==> config.mk <==
export PLATFORM = sky130hd
export DESIGN_NAME = sdbs_update
export DESIGN_NICKNAME = d
export VERILOG_FILES = /design/src/hdl/sdbs_pkg.sv /design/src/hdl/sdbs_update.sv
export SDC_FILE = /design/constraint.sdc
export NUM_CORES = 1
export LEC_CHECK = 0
export BUFFER_PORTS_ARGS = -buffer_cell sky130_fd_sc_hd__buf_2
export CORE_UTILIZATION = 49
export DETAILED_ROUTE_END_ITERATION = 7
export PLACE_DENSITY_LB_ADDON = 0.12
export SLEW_MARGIN = 15
export SYNTH_ARGS = -nofsm -noshare
export SYNTH_HDL_FRONTEND = slang
export SYNTH_SLANG_ARGS = --single-unit
==> constraint.sdc <==
create_clock -name vclk -period 63.8
set_clock_uncertainty 0.1 [all_clocks]
set_input_delay 12.76 -clock vclk [all_inputs]
set_output_delay 12.76 -clock vclk [all_outputs]
set_load 0.02 [all_outputs]
==> src/hdl/sdbs_pkg.sv <==
package sdbs_pkg;

    localparam int MAX_PIXELS_DEF = 131072;

    localparam int IDX_W  = 17;
    localparam int PIX_W  = 8;
    localparam int GAIN_W = 4;
    localparam int SPR_W  = 8;
    localparam int CFG_W  = 8;

    // gain * difference
    localparam int TGT_W  = GAIN_W + PIX_W;

    localparam logic REQ_UPDATE = 1'b0;
    localparam logic REQ_INIT   = 1'b1;

    localparam logic [GAIN_W-1:0] GAIN_RST       = 4'd2;
    localparam logic [SPR_W-1:0]  SPREAD_MIN_RST = 8'd1;
    localparam logic [SPR_W-1:0]  SPREAD_MAX_RST = 8'd254;

    typedef enum logic [1:0] {
        CFG_GAIN       = 2'd0,
        CFG_SPREAD_MIN = 2'd1,
        CFG_SPREAD_MAX = 2'd2
    } t_cfg_reg;

    typedef struct packed {
        logic             req_type;
        logic [IDX_W-1:0] pixel_index;
        logic [PIX_W-1:0] pixel_value;
    } t_in;

    typedef struct packed {
        logic             motion;
        logic [PIX_W-1:0] abs_difference;
        logic [PIX_W-1:0] background;
        logic [SPR_W-1:0] spread;
    } t_out;

    typedef struct packed {
        logic [GAIN_W-1:0] gain;
        logic [SPR_W-1:0]  spread_min;
        logic [SPR_W-1:0]  spread_max;
    } t_cfg;

    // one stored entry: background and spread side by side
    typedef struct packed {
        logic [PIX_W-1:0] bg;
        logic [SPR_W-1:0] sp;
    } t_entry;

endpackage

==> src/hdl/sdbs_update.sv <==
module sdbs_update
    import sdbs_pkg::*;
(
    input  t_cfg             i_cfg,
    input  logic [PIX_W-1:0] i_pixel,
    input  t_entry           i_entry,
    output t_entry           o_entry,
    output logic [PIX_W-1:0] o_diff,
    output logic             o_motion
);

    logic [PIX_W-1:0] bg_n;
    logic [PIX_W-1:0] diff;
    logic [TGT_W-1:0] target;
    logic [SPR_W:0]   sp_step;
    logic [SPR_W:0]   sp_hi;
    logic [SPR_W-1:0] sp_n;

    always_comb begin
        // background steps one grey level toward the pixel
        priority if (i_entry.bg < i_pixel) begin
            bg_n = i_entry.bg + PIX_W'(1);
        end else if (i_entry.bg > i_pixel) begin
            bg_n = i_entry.bg - PIX_W'(1);
        end else begin
            bg_n = i_entry.bg;
        end

        diff   = (bg_n > i_pixel) ? (bg_n - i_pixel) : (i_pixel - bg_n);
        target = TGT_W'(i_cfg.gain) * TGT_W'(diff);

        // step one wider than the store so 255 + 1 does not wrap
        priority if (TGT_W'(i_entry.sp) < target) begin
            sp_step = (SPR_W+1)'(i_entry.sp) + (SPR_W+1)'(1);
        end else if (TGT_W'(i_entry.sp) > target) begin
            sp_step = (SPR_W+1)'(i_entry.sp) - (SPR_W+1)'(1);
        end else begin
            sp_step = (SPR_W+1)'(i_entry.sp);
        end

        // upper clamp first, lower clamp wins
        sp_hi = (sp_step > (SPR_W+1)'(i_cfg.spread_max)) ?
                (SPR_W+1)'(i_cfg.spread_max) : sp_step;
        sp_n  = (sp_hi < (SPR_W+1)'(i_cfg.spread_min)) ?
                i_cfg.spread_min : sp_hi[SPR_W-1:0];
    end

    assign o_entry.bg = bg_n;
    assign o_entry.sp = sp_n;
    assign o_diff     = diff;
    assign o_motion   = (diff >= sp_n);

endmodule
[Word level (Yosys, flattened, before mapping)]
Index checks and enable logic that the tools add are counted.
Word-level totals
  bits in latches: 0
  memories kept: 0
  bits in writable memories: 0
  memory bits (read-only): 0
  output and inout port bits: 25
  word-level logic and storage cells: 22
  register bits after elaboration: 0
  input port bits: 44
Operators by class
  reduce and logical (&&, ||, !) cells: 0
  eq/ne operators: 0
  shift operators: 0
  $lt $le $gt $ge: 8
  mux-type cells: 7
  bitwise logic cells: 0
  add/subtract/negate cells: 6
  div/mod/pow operators: 0
  multiply operators: 1
Operators by type and width (number)
  2-to-1 mux 8 bit: 4
  2-to-1 mux 9 bit: 3
  > comparator 8 bit: 2
  subtractor 8 bit: 2
  > comparator 8 x 12 -> 1 bit: 1
  < comparator 8 x 12 -> 1 bit: 1
  multiplier 4 x 8 -> 12 bit: 1
  adder 8 x 1 -> 9 bit, second input constant: 1
  > comparator 9 x 8 -> 1 bit: 1
  < comparator 9 x 8 -> 1 bit: 1
  subtractor 8 x 1 -> 9 bit, second input constant: 1
  adder 8 x 1 -> 8 bit, second input constant: 1
  >= comparator 8 bit: 1
  < comparator 8 bit: 1
  subtractor 8 x 1 -> 8 bit, second input constant: 1

[Depth between registers and ports, before layout]
Gate-level depths: netlist of run 1.
  depth in word-level cells: 14
  gate-level depth with buffers: 68
  depth with buffers taken out: 64

[Least setup slack after synthesis of run 1]
OpenSTA, ideal clock, no wires.
  kind: input to output
  start: input port i_pixel[1]
  end: output port o_motion
  data required time: 50.940 ns
  setup slack: 24.819 ns
  data arrival time: 26.121 ns
  stages on the path: 64
  cells stage by stage: inv_1 -> ha_1 -> nor2b_1 -> o21ai_0 -> nand2b_1 -> a21oi_1 -> o21ai_0 -> nand3_1 -> o21ai_0 -> a21oi_1 -> inv_1 -> fa_1 -> nor2b_1 -> o21ai_0 -> a21boi_0 -> o21bai_1 -> a211oi_1 -> clkbuf_1 -> [28 not listed] -> a21o_1 -> a21o_1 -> a2111oi_0 -> a21o_1 -> a41o_1 -> buf_2 -> buf_6 -> a2bb2oi_1 -> ha_1 -> nand2b_1 -> a21o_1 -> a21o_1 -> a21o_1 -> a21o_1 -> a21oi_1 -> nor2b_1 -> o21ai_0 -> nand2b_1
RTL lines
  from (decl): RTL line sdbs_update.sv:5  | input logic [PIX_W-1:0] i_pixel,
  to (decl): RTL line sdbs_update.sv:9  | output logic o_motion

[Final worst setup path of run 1]
  start: input port i_pixel[1]
  end: output port o_motion
Between the ends
  word-level cells in the longest chain between the ends: 14
  elaborated cells between the ends (all ways): 18
  those cells by class: add/sub: 2; mul: 1; order compare: 8; mux: 7
Ends and longest elaborated chain
  > comparator 8 bit: RTL line sdbs_update.sv:23  | end else if (i_entry.bg > i_pixel) begin
  2-to-1 mux 8 bit: RTL line sdbs_update.sv:23
  2-to-1 mux 8 bit: RTL line sdbs_update.sv:21  | priority if (i_entry.bg < i_pixel) begin
  subtractor 8 bit or > comparator 8 bit (tied branches): RTL line sdbs_update.sv:29  | diff = (bg_n > i_pixel) ? (bg_n - i_pixel) : (i_pixel - bg_n);
  2-to-1 mux 8 bit (*): RTL line sdbs_update.sv:29
  multiplier 4 x 8 -> 12 bit: RTL line sdbs_update.sv:30  | target = TGT_W'(i_cfg.gain) * TGT_W'(diff);
  > comparator 8 x 12 -> 1 bit: RTL line sdbs_update.sv:35  | end else if (TGT_W'(i_entry.sp) > target) begin
  2-to-1 mux 9 bit: RTL line sdbs_update.sv:35
  2-to-1 mux 9 bit: RTL line sdbs_update.sv:33  | priority if (TGT_W'(i_entry.sp) < target) begin
  > comparator 9 x 8 -> 1 bit: RTL line sdbs_update.sv:42  | sp_hi = (sp_step > (SPR_W+1)'(i_cfg.spread_max)) ?
  2-to-1 mux 9 bit: RTL line sdbs_update.sv:42
  < comparator 9 x 8 -> 1 bit: RTL line sdbs_update.sv:44  | sp_n = (sp_hi < (SPR_W+1)'(i_cfg.spread_min)) ?
  2-to-1 mux 8 bit: RTL line sdbs_update.sv:44
  >= comparator 8 bit (*): RTL line sdbs_update.sv:51  | assign o_motion = (diff >= sp_n);
Every way passes the cells marked *; elsewhere a longest branch is shown, timed or not.

==> results of run 1 <==
-- report_power, final --
group	switching, W	internal [W]	total, W
sequential	0	0	0
combinational	0.0000890	0.0000668	0.000156
clock	0	0	0
-- kinds of logic after synthesis --
family                   count (synthesis)  synth area share
AND/OR/NAND/NOR                        141            0.2130
AO/OA/AOI/OAI                           88            0.1690
adder cells (fa/ha/maj)                 88            0.3393
buffers and inverters                   83           0.09046
multiplexers                            44            0.1316
XOR/XNOR                                23           0.05667
-- worst max-delay path by stage --
stage | endpoint | cells past startpoint
floorplan | o_motion | 64
global placement | o_motion | 63
detailed placement | o_motion | 62
CTS | o_motion | 62
global route | o_motion | 62
finish | o_motion | 62
-- per-layer routing --
layer	up-vias	wire, µm	share of wire
li1	1739	-	-
met1	1546	3804	0.46
met2	74	3998	0.49
met3	10	279	0.034
met4	0	111	0.014
met5	-	0	0
-- layout make-up --
| type | instances | share of cell area |
|---|---|---|
| multi-input cells | 384 | 0.8154 |
| inverters | 69 | 0.06532 |
| repair buffers | 70 | 0.08899 |
| well taps | 96 | 0.03029 |
-- through the flow --
step | setup slack (ps) | utilization | power (W)
after global routing | 22470 | 0.5741 | 0.0001753
after detailed placement | 23720 | 0.5741 | 0.0001560
final | 23650 | 0.5741 | 0.0001558
after CTS | 23690 | 0.5741 | 0.0001570
after floorplan | 24820 | - | 0.0001244
after global placement | 24150 | 0.5741 | 0.0001527
-- layout by cell type (no fill, tap or decap), types with 7 or more instances in the layout --
cell type,n
sky130_fd_sc_hd__nand2_1,32
sky130_fd_sc_hd__nand4_1,7
sky130_fd_sc_hd__buf_2,69
sky130_fd_sc_hd__and2_1,10
sky130_fd_sc_hd__nand2b_1,11
sky130_fd_sc_hd__fa_1,14
sky130_fd_sc_hd__nand3_1,12
sky130_fd_sc_hd__nor2b_1,16
sky130_fd_sc_hd__o21ai_0,12
sky130_fd_sc_hd__mux2i_1,27
sky130_fd_sc_hd__mux2_2,9
sky130_fd_sc_hd__nor2_1,20
sky130_fd_sc_hd__inv_1,69
sky130_fd_sc_hd__xor2_1,7
sky130_fd_sc_hd__a21oi_1,22
sky130_fd_sc_hd__xnor2_1,16
sky130_fd_sc_hd__a21o_1,13
sky130_fd_sc_hd__ha_1,74
sky130_fd_sc_hd__and3_1,8
==> Implementation_results.wiki, run 1 <==
{| class="wikitable"
! Metric !! Value
|-
| Power density cells || 39.30 nW/µm²
|-
| Setup-failing EPs final || 0
|-
| Max-cap viol count || 0
|-
| Total congestion overflow || 0
|-
| Count of nets after finishing || 657
|-
| Number of instances in the placed design || 619
|-
| Count of cells along the worst hold path || 3
|-
| Most repeated cell in the gate-level netlist after synthesis || sky130_fd_sc_hd__ha_1
|-
| Via count || 3369
|-
| Setup crit end kind || output pin
|-
| First drt pass iteration count || 4
|-
| Detailed placement HPWL || 7.198 mm
|-
| Core Region || 6907 µm²
|-
| Ranking of synthesized cells by area || sky130_fd_sc_hd__ha_1 26%, sky130_fd_sc_hd__fa_1 7.9%, sky130_fd_sc_hd__mux2i_1 7.6%, sky130_fd_sc_hd__inv_1 7.3%, sky130_fd_sc_hd__xnor2_1 3.9%
|-
| Number of ports placed on the die boundary || 69
|-
| RePlAce Congestion || 0.8405
|-
| F_max || 24.91 MHz
|-
| Setup repair after global routing missed its margin || no
|-
| Largest delay contributor family on the critical path || compound AO/OA/AOI/OAI gates
|-
| Cell area after placement || 3965 µm²
|-
| Clock buffer cells || 0
|-
| FFs & Latches || 0
|-
| Post-CTS resize count || 0
|-
| Number of buffers inserted by hold repair at cts || 0
|-
| First-pass GRT wire length || 13.33 mm
|-
| Ratio of cells with drive above 1 in the final layout || 0.1702
|-
| Worst min-delay path endpoint || o_entry[15]
|-
| Number of hold-slack violations in the final timing report || 0
|-
| Total inserted antenna cells || 0
|-
| Fin crit share || 0.6292
|-
| Floorplan die height || 87.17 µm
|-
| Worst slew margin || 0.4254
|-
| Cell leakage power || 2.120 nW
|-
| Final routed wire length divided by cell count || 13.24 µm
|-
| Number of distinct library cells after synthesis || 54
|-
| Max Slew Vio Count || 0
|-
| Number of global-route vias before repair || 3112
|-
| Type of element launching the critical path || input port
|-
| GRT Max-Usage Layer || met2
|-
| Required @ worst endpoint || 50940 ps
|-
| Time the worst path needs with I/O delays and setup || 40150 ps
|-
| Netlist area before placement || 3555 µm²
|-
| Std cell rows || 30
|-
| Sequential fraction of the synthesis area || 0
|-
| X dimension of the die || 87.17 µm
|-
| Synthesis warning total || 0
|-
| Crit Path Class || input port to output pin
|-
| Startpoint of the lowest-slack hold path || i_entry[15]
|-
| Delay contributed by the slowest stage of the critical path || 730 ps
|-
| Multi-input gate area in the final layout || 3233 µm²
|-
| Type of the most critical hold path || input port to output pin
|-
| Routed via count divided by cell count || 5.443
|-
| Commonest cells in the synthesized netlist || 74 x sky130_fd_sc_hd__ha_1, 69 x sky130_fd_sc_hd__inv_1, 32 x sky130_fd_sc_hd__nand2_1, 27 x sky130_fd_sc_hd__mux2i_1, 22 x sky130_fd_sc_hd__a21oi_1
|-
| Area taken by flip-flops and latches || 0 µm²
|-
| Largest net degree at the start of global routing || 16
|-
| Count of mapped cells out of synthesis || 467
|-
| Effective utilization at floorplan || 0.5147
|-
| Met1 demand-to-capacity share in global routing || 0.2718
|-
| Most common cell type on the critical path || sky130_fd_sc_hd__a21o_1
|-
| Aggregate routed wire length || 8.194 mm
|-
| Total negative slack for setup checks || 0 ps
|-
| Crit path arrival time || 27290 ps
|-
| Met3 Track Usage GR || 0.004739
|-
| Post-CTS setup buffer count || 0
|-
| Maximum vdd drop || 0.01559 mV
|-
| Port Buffer Count || 69
|-
| Pin slew with the least headroom to its limit || 855.5 ps
|-
| Area fraction of the dominant cell type after synthesis || 0.2605
|-
| Master of the slowest instance on the critical path || sky130_fd_sc_hd__a211oi_1
|-
| Antenna violations before repair || 0
|-
| Filler Cells Inserted || 658
|-
| # DRC || 0
|-
| Minimum hold slack || 25760 ps
|-
| Synthesized netlist net count || 599
|-
| Number of routed nets with antenna violations || 0
|-
| Area grow syn2layout || 11.55%
|-
| Sum of buffers and inverters on the critical path || 7
|-
| Biggest fanout along the worst timing path || 15
|-
| Global routing usage summed across all routing layers || 0.2142
|-
| Post-route standard cell area excluding fillers || 3965 µm²
|-
| Crit path launch || i_pixel[1]
|-
| Synth area leader || sky130_fd_sc_hd__ha_1
|-
| DIE AREA || 7599 µm²
|-
| Number of standard cells in the final layout excluding fillers || 619
|-
| Starting DRT DRC Count || 116
|-
| Synthesized area per cell || 7.612 µm²
|-
| Run status || finished clean
|-
| Met2 layer usage reported by global route || 0.4109
|}
Note: power is estimated with default switching activity, not from simulation.
==> run 2: changes to the inputs <==
==> constraint.sdc (replaced) <==
create_clock -name vclk -period 34.8
set_clock_uncertainty 0.1 [all_clocks]
set_input_delay 6.96 -clock vclk [all_inputs]
set_output_delay 6.96 -clock vclk [all_outputs]
set_load 0.02 [all_outputs]
==> run 2 against run 1 <==
  * First-iteration DRC count fell by 12%
  * Sequential share of layout area did not move
  * Utilization did not move
  * Hold slack got worse by 12000 ps
  * Count of clock-buffer cells in the layout did not move
  * Cell count did not move
  * Largest power group unchanged
==> Implementation_results.wiki, run 2 (synthesis gave the netlist of run 1 again) <==
{| class="wikitable"
! Metric !! Value
|-
| Run status || finished clean
|-
| Cell area after placement || 3965 µm² (unchanged)
|-
| RePlAce Congestion || 0.8401 (about the same)
|-
| Effective utilization at floorplan || 0.5147 (unchanged)
|-
| Largest net degree at the start of global routing || 16 (unchanged)
|-
| # DRC || 0 (unchanged)
|-
| Number of buffers inserted by hold repair at cts || 0 (unchanged)
|-
| Number of routed nets with antenna violations || 0 (unchanged)
|-
| Area grow syn2layout || 11.55% (unchanged)
|-
| F_max || 35.06 MHz
|-
| Required @ worst endpoint || 27740 ps (-23200 ps)
|-
| Detailed placement HPWL || 7.205 mm (about the same)
|-
| Core Region || 6907 µm² (unchanged)
|-
| Port Buffer Count || 69 (unchanged)
|-
| Post-route standard cell area excluding fillers || 3965 µm² (unchanged)
|-
| Maximum vdd drop || 0.02811 mV (+80%)
|-
| Type of element launching the critical path || input port
|-
| Antenna violations before repair || 0 (unchanged)
|-
| Biggest fanout along the worst timing path || 15 (unchanged)
|-
| Ratio of cells with drive above 1 in the final layout || 0.1702 (unchanged)
|-
| X dimension of the die || 87.17 µm (unchanged)
|-
| Most common cell type on the critical path || sky130_fd_sc_hd__a21o_1
|-
| Setup-failing EPs final || 0 (unchanged)
|-
| First-pass GRT wire length || 13.48 mm (+1.1%)
|-
| Most common cell after layout, fill and taps aside || sky130_fd_sc_hd__ha_1
|-
| Power density cells || 71.98 nW/µm² (+83%)
|-
| Delay contributed by the slowest stage of the critical path || 740 ps (about the same)
|-
| DIE AREA || 7599 µm² (unchanged)
|-
| Number of hold-slack violations in the final timing report || 0 (unchanged)
|-
| Filler Cells Inserted || 668 (+1.5%)
|-
| Most frequent cells in the layout || 74 x sky130_fd_sc_hd__ha_1, 69 x sky130_fd_sc_hd__inv_1, 69 x sky130_fd_sc_hd__buf_2
|-
| Global routing usage summed across all routing layers || 0.2156 (+0.001440)
|-
| Type of the most critical hold path || input port to output pin
|-
| Startpoint of the lowest-slack hold path || i_entry[15]
|-
| Count of nets after finishing || 657 (unchanged)
|-
| Floorplan die height || 87.17 µm (unchanged)
|-
| Area taken by flip-flops and latches || 0 µm² (unchanged)
|-
| Max Slew Vio Count || 0 (unchanged)
|-
| Worst setup slack after placement || 6323 ps (-17390 ps)
|-
| Std cell rows || 30 (unchanged)
|-
| Crit path arrival time || 21470 ps (-5820 ps)
|-
| Final worst setup slack || 6275 ps (-17380 ps)
|-
| Post-CTS setup buffer count || 0 (unchanged)
|-
| Master of the slowest instance on the critical path || sky130_fd_sc_hd__a211oi_1
|-
| Multi-input gate area in the final layout || 3233 µm² (unchanged)
|-
| FFs & Latches || 0 (unchanged)
|-
| Routed via count divided by cell count || 5.418 (-0.45%)
|-
| Starting DRT DRC Count || 102 (-12%)
|-
| Total inserted antenna cells || 0 (unchanged)
|-
| Via count || 3354 (-0.45%)
|-
| Count of cells along the worst hold path || 3 (unchanged)
|-
| Worst slew margin || 0.4293 (+0.003958)
|-
| Cell leakage power || 2.120 nW (unchanged)
|-
| Total congestion overflow || 0 (unchanged)
|-
| Number of ports placed on the die boundary || 69 (unchanged)
|-
| Worst min-delay path endpoint || o_entry[15]
|-
| Clock buffer cells || 0 (unchanged)
|-
| Total negative slack for setup checks || 0 ps (unchanged)
|-
| Number of global-route vias before repair || 3103 (-0.29%)
|-
| Time the worst path needs with I/O delays and setup || 28530 ps
|-
| First drt pass iteration count || 4 (unchanged)
|-
| Fin crit share || 0.8197
|-
| Aggregate routed wire length || 8.210 mm (+0.20%)
|-
| Post-CTS resize count || 0 (unchanged)
|-
| Crit Path Class || input port to output pin
|-
| Setup crit end kind || output pin
|-
| Max-cap viol count || 0 (unchanged)
|-
| Pin slew with the least headroom to its limit || 850.9 ps (-4.644 ps)
|-
| Final routed wire length divided by cell count || 13.26 µm (+0.20%)
|-
| Setup repair after global routing missed its margin || no
|}
[run 2: cell counts in the layout (fill, tap and decap cells not counted)]
Identical to the previous run, type by type.
[run 2: metrics by stage]
stage          std cells  total power [W]  utilization  hold WS [ps]
2_1_floorplan        467        0.0002281            -         13960
3_3_place_gp         619        0.0002800       0.5741         14150
3_5_place_dp         619        0.0002862       0.5741         14160
4_1_cts              619        0.0002879       0.5741         14160
5_1_grt              619        0.0003214       0.5741         14190
6_report             619        0.0002854       0.5741         14160
[run 2: worst max path at each step]
stage                     startpoint  endpoint  cells after the start
after floorplan           i_pixel[1]  o_motion                     64
after global placement    i_pixel[1]  o_motion                     63
after detailed placement  i_pixel[1]  o_motion                     62
after CTS                 i_pixel[1]  o_motion                     62
after global routing      i_pixel[1]  o_motion                     62
final                     i_pixel[1]  o_motion                     62
[run 2: area by class of cell]
cell class,count,share of cell area
inverter,69,0.06532
multi-input combinational,384,0.8154
tap,96,0.03029
timing repair buffer,70,0.08899
[run 2: critical path, delay by kind of cell]
family | cells | cell delay [ps]
xor+xnor | 2 | 240
compound gates | 27 | 6410
mux | 5 | 1690
buf+inv | 7 | 920
fa+ha+maj | 9 | 3310
simple gates | 12 | 1930
[run 2: routing by layer]
layer	vias to the layer above	GRT usage	wire, µm
li1	1741	-	-
met1	1530	0.2817	3861
met2	77	0.4080	4006
met3	6	0.002844	256
met4	0	0.02385	85
met5	-	0	0
[run 2: power breakdown]
part           total (W)  switching, W  internal (W)
Sequential             0             0             0
Combinational   0.000285      0.000163      0.000122
Clock                  0             0             0
Total           0.000285      0.000163      0.000122
==> run 3: changes to the inputs <==
--- a/config.mk
+++ b/config.mk
@@ -5,6 +5,7 @@
 export SDC_FILE = /design/constraint.sdc
 export NUM_CORES = 1
 export LEC_CHECK = 0
+export ABC_AREA = 1
 export BUFFER_PORTS_ARGS = -buffer_cell sky130_fd_sc_hd__buf_2
 export CORE_UTILIZATION = 49
 export DETAILED_ROUTE_END_ITERATION = 7
==> constraint.sdc (replaced) <==
create_clock -name vclk -period 24.1
set_clock_uncertainty 0.1 [all_clocks]
set_input_delay 4.82 -clock vclk [all_inputs]
set_output_delay 4.82 -clock vclk [all_outputs]
set_load 0.02 [all_outputs]
==> run 3 against run 2 <==
  * Global-route usage grew 2.5 points
  * First-iteration DRC count rose by 110%
  * Non-clock buffer count stayed put
  * Utilization shrank 0.65 points
  * Critical path type unchanged
  * Highest routed layer unchanged
==> Implementation_results.wiki, run 3 <==
{| class="wikitable"
! Metric !! Value
|-
| Run status || finished clean
|-
| Area fraction of the dominant cell type after synthesis || 0.2498 (-0.01064)
|-
| X dimension of the die || 88.97 µm (+2.1%)
|-
| Required @ worst endpoint || 19180 ps (-8560 ps)
|-
| Crit Path Class || input port to output pin
|-
| Max-cap viol count || 0 (unchanged)
|-
| Worst setup path endpoint || o_motion
|-
| First-pass GRT wire length || 15.35 mm (+14%)
|-
| Crit path launch || i_pixel[1]
|-
| Std cell rows || 31 (+3.3%)
|-
| Type of the most critical hold path || input port to output pin
|-
| Utilization after layout || 0.5676 (-0.006489)
|-
| Starting DRT DRC Count || 212 (+110%)
|-
| Area grow syn2layout || 11.68%
|-
| Max Slew Vio Count || 0 (unchanged)
|-
| Synth area leader || sky130_fd_sc_hd__ha_1
|-
| Cell area after placement || 4139 µm² (+4.4%)
|-
| Fin crit share || 0.9163
|-
| Worst setup slack after placement || 2252 ps (-4072 ps)
|-
| Master of the slowest instance on the critical path || sky130_fd_sc_hd__fa_1
|-
| Largest delay contributor family on the critical path || simple AND/OR/NAND/NOR gates
|-
| Synthesis warning total || 0 (unchanged)
|-
| Ratio of cells with drive above 1 in the final layout || 0.1210 (-0.04913)
|-
| DIE AREA || 7915 µm² (+4.2%)
|-
| Number of global-route vias before repair || 3502 (+13%)
|-
| Number of routed nets with antenna violations || 0 (unchanged)
|-
| Ranking of synthesized cells by area || sky130_fd_sc_hd__ha_1 25%, sky130_fd_sc_hd__nand2_1 18%, sky130_fd_sc_hd__inv_1 13%, sky130_fd_sc_hd__fa_1 7.6%, sky130_fd_sc_hd__nor2_1 5.8%
|-
| Pin slew with the least headroom to its limit || 565.6 ps (-285.2 ps)
|-
| Clock buffer cells || 0 (unchanged)
|-
| Setup-failing EPs final || 0 (unchanged)
|-
| Sequential fraction of the synthesis area || 0 (unchanged)
|-
| Effective utilization at floorplan || 0.5082 (-0.006438)
|-
| First drt pass iteration count || 5 (+1)
|-
| Number of buffers inserted by hold repair at cts || 0 (unchanged)
|-
| Global routing usage summed across all routing layers || 0.2405 (+0.02492)
|-
| Number of hold-slack violations in the final timing report || 0 (unchanged)
|-
| Total negative slack for setup checks || 0 ps (unchanged)
|-
| Final routed wire length divided by cell count || 12.16 µm (-8.4%)
|-
| Total inserted antenna cells || 0 (unchanged)
|-
| Aggregate routed wire length || 9.639 mm (+17%)
|-
| Most common cell after layout, fill and taps aside || sky130_fd_sc_hd__nand2_1
|-
| Detailed placement HPWL || 8.465 mm (+17%)
|-
| Time the worst path needs with I/O delays and setup || 22080 ps
|-
| Post-CTS resize count || 0 (unchanged)
|-
| Synthesized netlist net count || 763 (+27%)
|-
| Biggest fanout along the worst timing path || 16 (+1)
|-
| Crit path arrival time || 17160 ps (-4310 ps)
|-
| Post-CTS setup buffer count || 0 (unchanged)
|-
| Sum of buffers and inverters on the critical path || 11 (+4)
|-
| Number of distinct library cells after synthesis || 38 (-30%)
|-
| Final worst setup slack || 2017 ps (-4257 ps)
|-
| Floorplan die height || 88.97 µm (+2.1%)
|-
| Commonest cells in the synthesized netlist || 177 x sky130_fd_sc_hd__nand2_1, 124 x sky130_fd_sc_hd__inv_1, 74 x sky130_fd_sc_hd__ha_1, 57 x sky130_fd_sc_hd__nor2_1, 37 x sky130_fd_sc_hd__nand3_1
|-
| Worst path depth || 71 (+15%)
|-
| Post-route standard cell area excluding fillers || 4139 µm² (+4.4%)
|-
| Port Buffer Count || 69 (unchanged)
|-
| Count of mapped cells out of synthesis || 631 (+35%)
|-
| RePlAce Congestion || 0.9735 (+16%)
|-
| Netlist area before placement || 3706 µm² (+4.3%)
|-
| Routed via count divided by cell count || 5.221 (-3.6%)
|-
| Largest net degree at the start of global routing || 17 (+1)
|-
| Core Region || 7292 µm² (+5.6%)
|-
| Setup crit end kind || output pin
|-
| # DRC || 0 (unchanged)
|-
| F_max || 45.28 MHz
|-
| Antenna violations before repair || 0 (unchanged)
|-
| Delay contributed by the slowest stage of the critical path || 520 ps (-220 ps)
|-
| Most common cell type on the critical path || sky130_fd_sc_hd__nand2_1
|-
| Count of nets after finishing || 828 (+26%)
|-
| Most frequent cells in the layout || 177 x sky130_fd_sc_hd__nand2_1, 124 x sky130_fd_sc_hd__inv_1, 74 x sky130_fd_sc_hd__ha_1
|-
| Type of element launching the critical path || input port
|-
| Via count || 4140 (+23%)
|-
| Number of ports placed on the die boundary || 69 (unchanged)
|-
| FFs & Latches || 0 (unchanged)
|-
| Most repeated cell in the gate-level netlist after synthesis || sky130_fd_sc_hd__nand2_1
|-
| Setup repair after global routing missed its margin || no
|-
| Filler Cells Inserted || 783 (+17%)
|-
| Total congestion overflow || 0 (unchanged)
|-
| Area taken by flip-flops and latches || 0 µm² (unchanged)
|-
| Synthesized area per cell || 5.873 µm² (-23%)
|-
| Worst slew margin || 0.6216 (+0.1923)
|}
[run 3: changes by cell type in the layout (fill, tap and decap cells not counted), moves of 15 or more]
| cell | delta |
|---|---|
| sky130_fd_sc_hd__mux2i_1 | -25 |
| sky130_fd_sc_hd__nand2_1 | +145 |
| sky130_fd_sc_hd__inv_1 | +55 |
| sky130_fd_sc_hd__nand3_1 | +25 |
| sky130_fd_sc_hd__nor2_1 | +37 |
| sky130_fd_sc_hd__nor2b_1 | -16 |
| sky130_fd_sc_hd__xor2_1 | +15 |
[run 3: cell families after synthesis]
logic type | after synthesis | share of synthesized area
AOI/OAI and AO/OA | 74 | 0.1151
xor gates and xnor gates | 26 | 0.06144
adders and majority gates | 88 | 0.3255
buffers and inverters | 134 | 0.1404
muxes | 2 | 0.005402
and+or+nand+nor | 307 | 0.3521
[run 3: layout make-up]
type	count	area, µm²	area share
inverter	127	476.7	0.1152
timing repair buffer	70	352.8	0.08525
tap	99	123.9	0.02993
multi-input combinational	497	3186	0.7697
[run 3: worst min path at each step]
stage                             end  slack, ps  cells past startpoint        start
after floorplan           o_entry[15]       9700                      1  i_entry[15]
after global placement    o_entry[15]       9890                      3  i_entry[15]
after global routing      o_entry[15]       9900                      3  i_entry[15]
after CTS                 o_entry[15]       9890                      3  i_entry[15]
after detailed placement  o_entry[15]       9890                      3  i_entry[15]
final                     o_entry[15]       9890                      3  i_entry[15]
[run 3: metal layers]
layer  GRT usage  wire [µm]
met5           0          0
met4     0.03175        132
met3    0.009234        652
met2      0.4014       4268
met1      0.3534       4585
[run 3: per-stage QoR]
stage | hold WS, ps | cells
detailed placement | 9892 | 793
global route | 9899 | 793
global placement | 9885 | 793
floorplan | 9698 | 631
CTS | 9892 | 793
finish | 9886 | 793
Power of run 3 is not shown: default switching activity piles up to over one toggle a cycle in this logic, so the estimate is an artifact.
